===== config.mk =====
export PLATFORM = sky130hd
export DESIGN_NAME = fractional_divider_register_encoder
export DESIGN_NICKNAME = d
export VERILOG_FILES = /design/src/design/frde_pkg.sv /design/src/design/frde_front.sv /design/src/design/frde_div.sv /design/src/design/frde_ser.sv /design/src/design/fractional_divider_register_encoder.sv
export SDC_FILE = /design/constraint.sdc
export NUM_CORES = 1
export LEC_CHECK = 0
export ABC_CLOCK_PERIOD_IN_PS = 8950
export BUFFER_PORTS_ARGS = -buffer_cell sky130_fd_sc_hd__buf_2
export CAP_MARGIN = 20
export CORE_UTILIZATION = 50
export DETAILED_ROUTE_END_ITERATION = 6
export PLACE_DENSITY = 0.75
export RECOVER_POWER = 25
export SYNTH_ARGS = -nofsm -noshare
export SYNTH_HDL_FRONTEND = slang
export SYNTH_HIERARCHICAL = 1
export SYNTH_SLANG_ARGS = --single-unit

===== constraint.sdc =====
create_clock -name clk -period 8.95 [get_ports clk]
set_input_delay 1.3425 -clock clk [delete_from_list [all_inputs] [get_ports clk]]
set_output_delay 1.3425 -clock clk [all_outputs]
set_load 0.02 [all_outputs]

===== src/design/frde_pkg.sv =====
`default_nettype none
// ----------------------------------------------------------------------------
// Fractional divider register encoder package
// Shared types and constants for the front queue, divider and byte serializer.
// ----------------------------------------------------------------------------
package frde_pkg;

	// Field widths of the transaction payload
	localparam int TARGET_W = 3;
	localparam int INT_W    = 12;
	localparam int FRAC_W   = 20;
	localparam int RDIV_W   = 3;
	localparam int BYTE_W   = 8;

	// Parameter encoding
	localparam int P1_W      = 18;
	localparam int DVD_W     = FRAC_W + 7;           // 128 * numerator
	localparam int DIV_STEPS = DVD_W;                // one quotient bit per step
	localparam int CNT_W     = $clog2(DIV_STEPS);

	localparam logic [BYTE_W-1:0]  ADDR_BASE   = 8'd26;  // PLL A start address
	localparam logic [INT_W-1:0]   MIN_INTEGER = 12'd4;
	localparam logic [P1_W-1:0]    P1_OFFSET   = 18'd512;

	// Serializer
	localparam int NUM_BYTES = 9;
	localparam int IDX_W     = $clog2(NUM_BYTES);
	localparam logic [IDX_W-1:0] LAST_IDX = IDX_W'(NUM_BYTES - 1);

	// Classified command from the front to the divider
	typedef struct packed {
		logic                err;
		logic [BYTE_W-1:0]   addr;
		logic [RDIV_W-1:0]   rdiv;   // already zero for PLL targets
		logic [INT_W-1:0]    a;
		logic [FRAC_W-1:0]   b;
		logic [FRAC_W-1:0]   c;
	} cmd_t;

	// Divider result handed to the serializer
	typedef struct packed {
		logic                err;
		logic [BYTE_W-1:0]   addr;
		logic [RDIV_W-1:0]   rdiv;
		logic [INT_W-1:0]    a;
		logic [P1_W-1:0]     quo;    // low bits of floor(128b/c)
		logic [FRAC_W-1:0]   rem;    // 128b mod c
		logic [FRAC_W-1:0]   c;
	} res_t;

endpackage
`default_nettype wire


===== src/design/frde_front.sv =====
`default_nettype none
// ----------------------------------------------------------------------------
// Front end
// Accepts transactions, flags bad ratios, forms the start address and holds
// classified commands in a short queue ahead of the divider.
// ----------------------------------------------------------------------------
module frde_front import frde_pkg::*; #(
	parameter int DEPTH = 2
) (
	input  wire logic                clk,
	input  wire logic                arst_n,
	input  wire logic                push,
	output logic                     full,
	input  wire logic [TARGET_W-1:0] target,
	input  wire logic [INT_W-1:0]    ratio_integer,
	input  wire logic [FRAC_W-1:0]   ratio_numerator,
	input  wire logic [FRAC_W-1:0]   ratio_denominator,
	input  wire logic [RDIV_W-1:0]   rdiv_code,
	output logic                     cmd_valid,
	input  wire logic                cmd_take,
	output cmd_t                     cmd
);

	localparam int PTR_W = (DEPTH > 1) ? $clog2(DEPTH) : 1;
	localparam int CNT_W_Q = $clog2(DEPTH + 1);
	localparam logic [PTR_W-1:0]   PTR_LAST = PTR_W'(DEPTH - 1);
	localparam logic [CNT_W_Q-1:0] CNT_FULL = CNT_W_Q'(DEPTH);

	cmd_t               mem_q [DEPTH];
	cmd_t               new_cmd;
	logic [PTR_W-1:0]   wr_ptr_q, rd_ptr_q;
	logic [CNT_W_Q-1:0] count_q;
	logic               wr_en, rd_en;

	// Classify the incoming transaction
	always_comb begin
		new_cmd.err  = (ratio_denominator == '0) || (ratio_integer < MIN_INTEGER);
		// 26 for PLL A, 34 for PLL B, 42 + 8n for output divider n
		new_cmd.addr = ADDR_BASE + {2'b00, target, 3'b000};
		new_cmd.rdiv = (target >= 3'd2) ? rdiv_code : '0;
		new_cmd.a    = ratio_integer;
		new_cmd.b    = ratio_numerator;
		new_cmd.c    = ratio_denominator;
	end

	assign full      = (count_q == CNT_FULL);
	assign wr_en     = push && !full;
	assign cmd_valid = (count_q != '0);
	assign rd_en     = cmd_take && cmd_valid;
	assign cmd       = mem_q[rd_ptr_q];

	// Store the command
	always_ff @(posedge clk) begin
		if (wr_en) begin
			mem_q[wr_ptr_q] <= new_cmd;
		end
	end

	// Advance pointers and occupancy
	always_ff @(posedge clk or negedge arst_n) begin
		if (!arst_n) begin
			wr_ptr_q <= '0;
			rd_ptr_q <= '0;
			count_q  <= '0;
		end else begin
			if (wr_en) begin
				wr_ptr_q <= (wr_ptr_q == PTR_LAST) ? '0 : wr_ptr_q + 1'b1;
			end
			if (rd_en) begin
				rd_ptr_q <= (rd_ptr_q == PTR_LAST) ? '0 : rd_ptr_q + 1'b1;
			end
			if (wr_en && !rd_en) begin
				count_q <= count_q + 1'b1;
			end else if (rd_en && !wr_en) begin
				count_q <= count_q - 1'b1;
			end
		end
	end

	// Occupancy never passes the queue depth
	a_count_bound: assert property (@(posedge clk) disable iff (!arst_n)
		count_q <= CNT_FULL)
		else $error("front queue overflow");

endmodule
`default_nettype wire


===== src/design/frde_div.sv =====
`default_nettype none
// ----------------------------------------------------------------------------
// Ratio divider
// Restoring division of 128b by c, one quotient bit per cycle, giving the
// quotient for P1 and the remainder P2. Bad ratios skip straight to done.
// ----------------------------------------------------------------------------
module frde_div import frde_pkg::*; (
	input  wire logic clk,
	input  wire logic arst_n,
	input  wire logic cmd_valid,
	output logic      cmd_take,
	input  cmd_t      cmd,
	output logic      res_valid,
	input  wire logic res_take,
	output res_t      res
);

	typedef enum logic [1:0] {S_IDLE, S_RUN, S_DONE} state_t;

	state_t             state_q;
	logic [CNT_W-1:0]   cnt_q;
	logic [DVD_W-1:0]   dvd_q;     // dividend shifts out, quotient shifts in
	logic [FRAC_W-1:0]  rem_q;
	logic               err_q;
	logic [BYTE_W-1:0]  addr_q;
	logic [RDIV_W-1:0]  rdiv_q;
	logic [INT_W-1:0]   a_q;
	logic [FRAC_W-1:0]  c_q;

	logic [FRAC_W:0]    trial, diff;
	logic               ge;
	logic [FRAC_W-1:0]  rem_next;

	assign cmd_take  = cmd_valid &&
		((state_q == S_IDLE) || ((state_q == S_DONE) && res_take));
	assign res_valid = (state_q == S_DONE);

	// One restoring step
	always_comb begin
		trial    = {rem_q, dvd_q[DVD_W-1]};
		diff     = trial - {1'b0, c_q};
		ge       = (trial >= {1'b0, c_q});
		rem_next = ge ? diff[FRAC_W-1:0] : trial[FRAC_W-1:0];
	end

	// Sequence the division
	always_ff @(posedge clk or negedge arst_n) begin
		if (!arst_n) begin
			state_q <= S_IDLE;
			cnt_q   <= '0;
		end else begin
			case (state_q)
				S_IDLE: begin
					if (cmd_take) begin
						state_q <= cmd.err ? S_DONE : S_RUN;
						cnt_q   <= CNT_W'(DIV_STEPS - 1);
					end
				end
				S_RUN: begin
					if (cnt_q == '0) begin
						state_q <= S_DONE;
					end else begin
						cnt_q <= cnt_q - 1'b1;
					end
				end
				S_DONE: begin
					if (cmd_take) begin
						state_q <= cmd.err ? S_DONE : S_RUN;
						cnt_q   <= CNT_W'(DIV_STEPS - 1);
					end else if (res_take) begin
						state_q <= S_IDLE;
					end
				end
				default: state_q <= S_IDLE;
			endcase
		end
	end

	// Load operands and shift the quotient
	always_ff @(posedge clk) begin
		if (cmd_take) begin
			err_q  <= cmd.err;
			addr_q <= cmd.addr;
			rdiv_q <= cmd.rdiv;
			a_q    <= cmd.a;
			c_q    <= cmd.c;
			dvd_q  <= {cmd.b, 7'b0000000};
			rem_q  <= '0;
		end else if (state_q == S_RUN) begin
			rem_q <= rem_next;
			dvd_q <= {dvd_q[DVD_W-2:0], ge};
		end
	end

	always_comb begin
		res.err  = err_q;
		res.addr = addr_q;
		res.rdiv = rdiv_q;
		res.a    = a_q;
		res.quo  = dvd_q[P1_W-1:0];
		res.rem  = rem_q;
		res.c    = c_q;
	end

	// A finished division leaves a remainder below the divisor
	a_rem_below_c: assert property (@(posedge clk) disable iff (!arst_n)
		(state_q == S_DONE) && !err_q |-> rem_q < c_q)
		else $error("remainder not reduced");

	// The step counter only loads on a take
	a_run_from_take: assert property (@(posedge clk) disable iff (!arst_n)
		$rose(state_q == S_RUN) |-> $past(cmd_take))
		else $error("division started without a command");

endmodule
`default_nettype wire


===== src/design/frde_ser.sv =====
`default_nettype none
// ----------------------------------------------------------------------------
// Byte serializer
// Packs P1, P2 and P3 with the start address into nine bytes and hands them
// out one per pop; a bad ratio gives a single error byte.
// ----------------------------------------------------------------------------
module frde_ser import frde_pkg::*; (
	input  wire logic         clk,
	input  wire logic         arst_n,
	input  wire logic         res_valid,
	output logic              res_take,
	input  res_t              res,
	output logic              empty,
	input  wire logic         pop,
	output logic [BYTE_W-1:0] data_byte,
	output logic              last,
	output logic              error
);

	logic [BYTE_W-1:0] buf_q [NUM_BYTES];
	logic [IDX_W-1:0]  idx_q, last_idx_q;
	logic              busy_q, err_q;
	logic              at_last;
	logic [INT_W+6:0]  a_sh;
	logic [P1_W-1:0]   p1;

	assign at_last   = (idx_q == last_idx_q);
	assign res_take  = res_valid && (!busy_q || (pop && at_last));
	assign empty     = !busy_q;
	assign data_byte = buf_q[idx_q];
	assign last      = at_last;
	assign error     = err_q;

	// P1 = 128a + floor(128b/c) - 512, kept to 18 bits
	assign a_sh = {res.a, 7'b0000000};
	assign p1   = a_sh[P1_W-1:0] + res.quo - P1_OFFSET;

	// Fill the byte buffer in register order
	always_ff @(posedge clk) begin
		if (res_take) begin
			buf_q[0] <= res.err ? '0 : res.addr;
			buf_q[1] <= res.c[15:8];
			buf_q[2] <= res.c[7:0];
			buf_q[3] <= {1'b0, res.rdiv, 2'b00, p1[17:16]};
			buf_q[4] <= p1[15:8];
			buf_q[5] <= p1[7:0];
			buf_q[6] <= {res.c[19:16], res.rem[19:16]};
			buf_q[7] <= res.rem[15:8];
			buf_q[8] <= res.rem[7:0];
		end
	end

	// Step through the bytes on each pop
	always_ff @(posedge clk or negedge arst_n) begin
		if (!arst_n) begin
			busy_q     <= 1'b0;
			idx_q      <= '0;
			last_idx_q <= '0;
			err_q      <= 1'b0;
		end else if (res_take) begin
			busy_q     <= 1'b1;
			idx_q      <= '0;
			last_idx_q <= res.err ? '0 : LAST_IDX;
			err_q      <= res.err;
		end else if (pop && busy_q) begin
			if (at_last) begin
				busy_q <= 1'b0;
				idx_q  <= '0;
			end else begin
				idx_q <= idx_q + 1'b1;
			end
		end
	end

	// Byte position stays inside the run
	a_idx_bound: assert property (@(posedge clk) disable iff (!arst_n)
		idx_q <= last_idx_q)
		else $error("byte index past end of run");

	// An error run is a single byte
	a_err_single: assert property (@(posedge clk) disable iff (!arst_n)
		busy_q && err_q |-> at_last && (data_byte == '0))
		else $error("error run longer than one byte");

endmodule
`default_nettype wire


===== src/design/fractional_divider_register_encoder.sv =====
`default_nettype none
// A good transaction's first byte follows the queue take, one divider step per
// quotient bit and the buffer load; a bad ratio skips the steps. The divider
// takes a command only once its last result is taken and sets throughput; the
// nine bytes leave one per cycle while pop is held, as the next division runs.
// Reset: arst_n clears the queue, divider and serializer control; buffers keep
// no reset value.
// ----------------------------------------------------------------------------
// Fractional divider register encoder
// Turns a target and a ratio a + b/c into the start address followed by the
// eight packed P1/P2/P3 parameter bytes, or one error byte for a bad ratio.
// ----------------------------------------------------------------------------
module fractional_divider_register_encoder import frde_pkg::*; #(
	parameter int QUEUE_DEPTH = 2
) (
	input  wire logic                clk,
	input  wire logic                arst_n,
	input  wire logic                push,
	output logic                     full,
	input  wire logic [TARGET_W-1:0] target,
	input  wire logic [INT_W-1:0]    ratio_integer,
	input  wire logic [FRAC_W-1:0]   ratio_numerator,
	input  wire logic [FRAC_W-1:0]   ratio_denominator,
	input  wire logic [RDIV_W-1:0]   rdiv_code,
	output logic                     empty,
	input  wire logic                pop,
	output logic [BYTE_W-1:0]        data_byte,
	output logic                     last,
	output logic                     error
);

	cmd_t cmd;
	res_t res;
	logic cmd_valid, cmd_take;
	logic res_valid, res_take;

	frde_front #(
		.DEPTH(QUEUE_DEPTH)
	) u_front (
		.clk               (clk),
		.arst_n            (arst_n),
		.push              (push),
		.full              (full),
		.target            (target),
		.ratio_integer     (ratio_integer),
		.ratio_numerator   (ratio_numerator),
		.ratio_denominator (ratio_denominator),
		.rdiv_code         (rdiv_code),
		.cmd_valid         (cmd_valid),
		.cmd_take          (cmd_take),
		.cmd               (cmd)
	);

	frde_div u_div (
		.clk       (clk),
		.arst_n    (arst_n),
		.cmd_valid (cmd_valid),
		.cmd_take  (cmd_take),
		.cmd       (cmd),
		.res_valid (res_valid),
		.res_take  (res_take),
		.res       (res)
	);

	frde_ser u_ser (
		.clk       (clk),
		.arst_n    (arst_n),
		.res_valid (res_valid),
		.res_take  (res_take),
		.res       (res),
		.empty     (empty),
		.pop       (pop),
		.data_byte (data_byte),
		.last      (last),
		.error     (error)
	);

endmodule
`default_nettype wire


# Word level (Yosys, flattened, before mapping)
# Memory sizes are Yosys's and may differ from the RTL's.
# Cells that the tools add are included.
# Widths: inputs -> output; s select.
dict set report totals {
  regBits 111
  mem_bits_rw 198
  in_bits 62
  output_inout_bits 12
  elab_cells 99
  n_memories 2
}
dict set report op_classes {
  addsub 10
  magnitude_cmp 3
  eq_ne 9
  muxes 29
  n_reduce_logical 29
}
# name depth word_bits read_ports rd_ports_with_merged_regs write_ports line
set mem_list {}
lappend mem_list {u_front.mem_q 2 63 1 0 1 frde_front.sv:29} ;# cmd_t mem_q [DEPTH];
lappend mem_list {u_ser.buf_q 9 8 1 0 9 frde_ser.sv:20} ;# logic [BYTE_W-1:0] buf_q [NUM_BYTES];
# op n
set op_table {}
lappend op_table {{$mux 27} 2}
lappend op_table {{$ge 21x20->1} 1}
lappend op_table {{$logic_not 20->1} 1}
lappend op_table {{$mux 20} 1}
lappend op_table {{$sub 20x20->20} 1}
lappend op_table {{$add 18x18->18} 1}
lappend op_table {{$sub 18x10->18 const B} 1}
lappend op_table {{$mux 4} 4}
lappend op_table {{$mux 2} 7}
lappend op_table {{$lt 12x3->1 const B} 1}
lappend op_table {{$reduce_bool 2->1} 6}
lappend op_table {{$mux 5} 2}
lappend op_table {{$pmux 5 s2} 1}
lappend op_table {{$logic_and 1x1->1} 9}
lappend op_table {{$mux 1} 9}
lappend op_table {{$mux 8} 1}
lappend op_table {{$add 5x6->7 const A} 1}
lappend op_table {{$pmux 2 s3} 1}
lappend op_table {{$reduce_and 3->1} 2}
lappend op_table {{$logic_not 5->1} 1}
lappend op_table {{$sub 5x1->5 const B} 1}
lappend op_table {{$add 4x1->4 const B} 1}
lappend op_table {{$eq 2x2->1 const B} 2}
lappend op_table {{$eq 4x4->1} 1}
lappend op_table {{other kinds (14)} 22}

# Depth between registers and ports, before layout
dict set report depth {
  word_depth 11
  mapped_depth 16
  depth_no_buf 14
}

# Cells and area by module
# The synthesis kept the hierarchy.
# module instances cells_each area_each_um2
set by_module_without_submodules {}
lappend by_module_without_submodules {frde_front 1 235 5009.8}
lappend by_module_without_submodules {frde_div 1 435 4888.4}
lappend by_module_without_submodules {frde_ser 1 261 3724.8}

# Worst setup path before layout
# No wires, ideal clock.
dict set report synth_timing {
  path_kind {input to register}
  start {in pop}
  end {reg u_front.count_q[1]}
  setup_ns 0.079
  arrival_ns 6.190
  path_slack_ns 2.680
  cell_stages 13
  n_path_buf 2
  path_cell_list {buf_2 a21oi_2 nand2b_4 inv_1 nor2b_1 or3b_2 inv_1 clkbuf_1 nand2_1 ha_1 xor2_1 nor2_1 xor2_1}
}
dict set report synth_between {
  elab_chain_cells 10
  word_cells_on_any_way 12
  cone_classes {mux (1); reduce/logical (11)}
}
# element line
set synth_rtl {}
lappend synth_rtl {{start, declared} fractional_divider_register_encoder.sv:26} ;# input wire logic pop,
lappend synth_rtl {{$logic_and 1x1->1 (*)} frde_ser.sv:28} ;# assign res_take = res_valid && (!busy_q || (pop && at_last));
lappend synth_rtl {{$logic_or 1x1->1 (*)} frde_ser.sv:28}
lappend synth_rtl {{$logic_and 1x1->1 (*)} frde_ser.sv:28}
lappend synth_rtl {{named net res_take} fractional_divider_register_encoder.sv:35} ;# logic res_valid, res_take;
lappend synth_rtl {{$logic_and 1x1->1 (*)} frde_div.sv:35} ;# ((state_q == S_IDLE) || ((state_q == S_DONE) && res_take));
lappend synth_rtl {{$logic_or 1x1->1 (*)} frde_div.sv:35}
lappend synth_rtl {{$logic_and 1x1->1 (*)} frde_div.sv:34} ;# assign cmd_take = cmd_valid &&
lappend synth_rtl {{named net cmd_take} fractional_divider_register_encoder.sv:34} ;# logic cmd_valid, cmd_take;
lappend synth_rtl {{$logic_and 1x1->1 (*)} frde_front.sv:49} ;# assign rd_en = cmd_take && cmd_valid;
lappend synth_rtl {{$logic_not 1->1} frde_front.sv:72} ;# if (wr_en && !rd_en) begin
lappend synth_rtl {{$logic_and 1x1->1} frde_front.sv:72}
lappend synth_rtl {{$mux 2 or $reduce_bool 2->1 (tied branches)} -}
lappend synth_rtl {{end signal, assigned} frde_front.sv:73} ;# count_q <= count_q + 1'b1;
lappend synth_rtl {{end signal, assigned} frde_front.sv:75} ;# count_q <= count_q - 1'b1;
lappend synth_rtl {{end, declared} frde_front.sv:32} ;# logic [CNT_W_Q-1:0] count_q;
# Mark *: on every way through the listed nets, which the timed path passes. The rest lies on a longest branch.
# A chain may end at the register's enable or synchronous reset.

# Final worst setup path
dict set report layout_timing {
  start {reg u_ser.idx_q[1]}
  end {reg u_front.count_q[1]}
}
dict set report layout_between {
  elab_chain_cells 11
  word_cells_on_any_way 13
  cone_classes {eq/ne (1); mux (1); reduce/logical (11)}
}
# element line
set layout_rtl {}
lappend layout_rtl {{start, declared} frde_ser.sv:21} ;# logic [IDX_W-1:0] idx_q, last_idx_q;
lappend layout_rtl {{start signal, assigned} frde_ser.sv:70} ;# idx_q <= idx_q + 1'b1;
lappend layout_rtl {{$eq 4x4->1 (*)} frde_ser.sv:27} ;# assign at_last = (idx_q == last_idx_q);
lappend layout_rtl {{$logic_and 1x1->1 (*)} frde_ser.sv:28}
lappend layout_rtl {{$logic_or 1x1->1 (*)} frde_ser.sv:28}
lappend layout_rtl {{$logic_and 1x1->1 (*)} frde_ser.sv:28}
lappend layout_rtl {{named net res_take} fractional_divider_register_encoder.sv:35}
lappend layout_rtl {{$logic_and 1x1->1 (*)} frde_div.sv:35}
lappend layout_rtl {{$logic_or 1x1->1 (*)} frde_div.sv:35}
lappend layout_rtl {{$logic_and 1x1->1 (*)} frde_div.sv:34}
lappend layout_rtl {{named net cmd_take} fractional_divider_register_encoder.sv:34}
lappend layout_rtl {{$logic_and 1x1->1 (*)} frde_front.sv:49}
lappend layout_rtl {{$logic_not 1->1} frde_front.sv:72}
lappend layout_rtl {{$logic_and 1x1->1} frde_front.sv:72}
lappend layout_rtl {{$mux 2 or $reduce_bool 2->1 (tied branches)} -}
# Marks and branches as above.

==> impl_metrics.py <==
metrics = {
    "timing": {
        "tightest_slew_ns": 1.04,
        "min_period_ns": 4.85,
        "final.period_utilization_pct": 54.1,
        "setup_viol": 0,
        "finalSetupTns_ns": 0,
        "fmax_mhz": 206,
        "fin_ws_ns": 4.10,
        "relSlewSlack_pct": 30.9,
        "rsz0062_at_grt": "no",
        "finalClockSkew_ns": 0.00875,
        "hold_viol": 0,
        "slew_violations": 0,
    },
    "global_routing": {
        "grt_max_degree": 74,
        "antenna_found_initial": 0,
        "groute.usage.overall_pct": 17.5,
        "overflow": 0,
        "grt_pass1_vias": 7223,
        "grt_pass1_wl_mm": 38.6,
    },
    "worst_setup_path": {
        "cp_slowest_cell": "dfrtp_1",
        "startpoint_type": "flop",
        "worstPathRequired_ns": 9.40,
        "critPathCaptureType": "flop",
        "crit_chain": "inv_1 > ha_1 > nor3b_4 > a21oi_2 > nand2b_4 > inv_2 > buf_4 > nor2b_1 > or3b_2 > inv_2 > buf_4 > nand2_1 > ha_1 > xor2_1 > nor2_1 > xor2_1",
        "critPathMaxStageDelay_ns": 0.69,
        "cp.arrival_ns": 5.30,
        "critPathKind": "flop to flop",
        "critPathMaxFanout": 73,
    },
    "final_layout": {
        "fillerInstances": 2060,
        "layout_commonest_cell": "edfxtp_1",
        "area_growth_pct": 10.5,
        "finalNetCount": 1092,
        "final_cell_mix": "edfxtp_1 (250), inv_1 (74), mux2_4 (59)",
        "antenna-diode-count": 0,
        "layout-drive-gt1-share_pct": 20.2,
    },
    "floorplanning": {
        "ios": 74,
        "initial_utilization_pct": 51.4,
        "die_w_um": 166,
        "fp.coreArea_um2": 26300,
        "rows": 59,
        "die_h_um": 166,
        "die_area_um2": 27700,
    },
    "pwr": {
        "leakage_nw": 5.87,
        "powerDensity_nw_per_um2": 395,
        "p_switching_mw": 2.03,
        "ir_drop_mv": 0.217,
        "power_frac_clock_pct": 21.9,
        "switching_share_pct": 34.4,
        "internal_power_mw": 3.87,
        "comb_power_share_pct": 38.1,
        "seq_power_share_pct": 40.0,
    },
    "route": {
        "first_pass_iters": 7,
        "via_per_inst": 5.51,
        "vias": 7382,
        "drtIter0Drc": 544,
        "drtAntennaViolNets": 0,
        "wl_per_cell_um": 18.0,
        "drc": 3,
        "drt-total-wl_mm": 24.1,
    },
    "flow_run": {
        "maxCapViolCount": 0,
    },
    "placed_design": {
        "gp_congestion": 0.851,
        "place_hpwl_mm": 16.7,
        "io_buffer_count": 73,
        "place_ws_ns": 3.86,
    },
    "clock_network": {
        "clock_latency_ns": 0.54,
        "cts.hold.buffers_added": 0,
        "cts.clk_slew.worst_paths_ns": 0.06,
        "cts_tree": "yes",
        "clockRootBuffer": "clkbuf_16",
        "cts.sinks": 295,
        "htree_levels": 1,
        "cts_resized": 0,
        "post-cts-setup-buffers": 0,
        "numCtsBuffers": 28,
        "cts_buffer_depth": 3,
    },
    "logic_synthesis": {
        "synthCells": 927,
        "syn_avg_cell_area_um2": 14.6,
        "synthesis.area_um2": 13500,
        "yosys_warnings": 6,
    },
    "min_path": {
        "min_path_type": "flop to flop",
    },
    "status": {
        "outcome": "finished with violations",
        "failed_checks": "design-rule violations",
    },
}
-- flip-flops by register name, indices dropped and copies added, names as in the netlist, 2 cells and up --
signal and count:
u_div/rem_q 20, u_div/a_q 11, u_front/count_q 2, u_front/mem_q 118, u_ser/idx_q 4, u_div/state_q 2, u_div/rdiv_q 3, u_ser/buf_q 69
u_div/dvd_q 27, u_div/addr_q 8, u_div/c_q 20, u_div/cnt_q 5
-- worst max-delay path: cells and delay by family (launching register included) --
family / cells / cell delay [ns]
adder cells (fa/ha/maj): 2 / 0.42
XOR/XNOR: 2 / 0.30
AO/OA/AOI/OAI: 1 / 0.11
buffers and inverters: 5 / 1.62
flip-flops: 1 / 0.69
AND/OR/NAND/NOR: 6 / 1.57
-- layout make-up --
type	count	area (µm²)	share of cell area, %
flip-flops and latches	295	8500	56.9
multi-input cells	500	4280	28.6
clock buffers	39	846	5.66
well taps	335	419	2.81
repair buffers	81	418	2.80
inverters	76	285	1.91
clock inverters	13	195	1.31
-- layer usage --
metal | wire length (µm) | vias up | GRT usage [%]
met5 | 0 | - | 0
li1 | - | 3516 | -
met4 | 474 | 0 | 4.87
met2 | 11100 | 210 | 27.7
met1 | 11200 | 3621 | 25.6
met3 | 1320 | 35 | 2.19
-- final timing paths --
path                       cells past startpoint                  to  slack, ns      startpoint
max in group asynchronous                      1    u_front/rd_ptr_q       7.23          arst_n
max reg2reg                                   16  u_front/count_q[1]       4.10  u_ser/idx_q[1]
min in group asynchronous                      1      u_div/cnt_q[4]       0.97          arst_n
min                                            0   u_ser/buf_q[5][3]       0.46  u_div/dvd_q[3]
max                                           16  u_front/count_q[1]       4.10  u_ser/idx_q[1]
min reg2reg                                    0   u_ser/buf_q[5][3]       0.46  u_div/dvd_q[3]
-- power groups by stage --
stage	Sequential [mW]	Combinational, mW	Clock (mW)
after floorplan	2.23	1.96	0
final	2.36	2.25	1.29
after global routing	2.40	2.48	1.37
after global placement	2.38	2.15	0
after CTS	2.38	2.23	1.31
after detailed placement	2.40	2.22	0
-- metrics by stage --
step	hold WS (ns)	utilization (%)	cell area, µm²	power, mW	instances
4_1_cts	0.464	56.9	14900	5.92	1338
6_report	0.463	56.9	14900	5.90	1339
5_1_grt	0.483	56.9	14900	6.24	1339
3_3_place_gp	0.442	52.9	13900	4.53	1286
2_1_floorplan	0.400	-	13500	4.19	929
3_5_place_dp	0.448	52.9	13900	4.61	1286
Note: power is estimated with default switching activity, not from simulation.
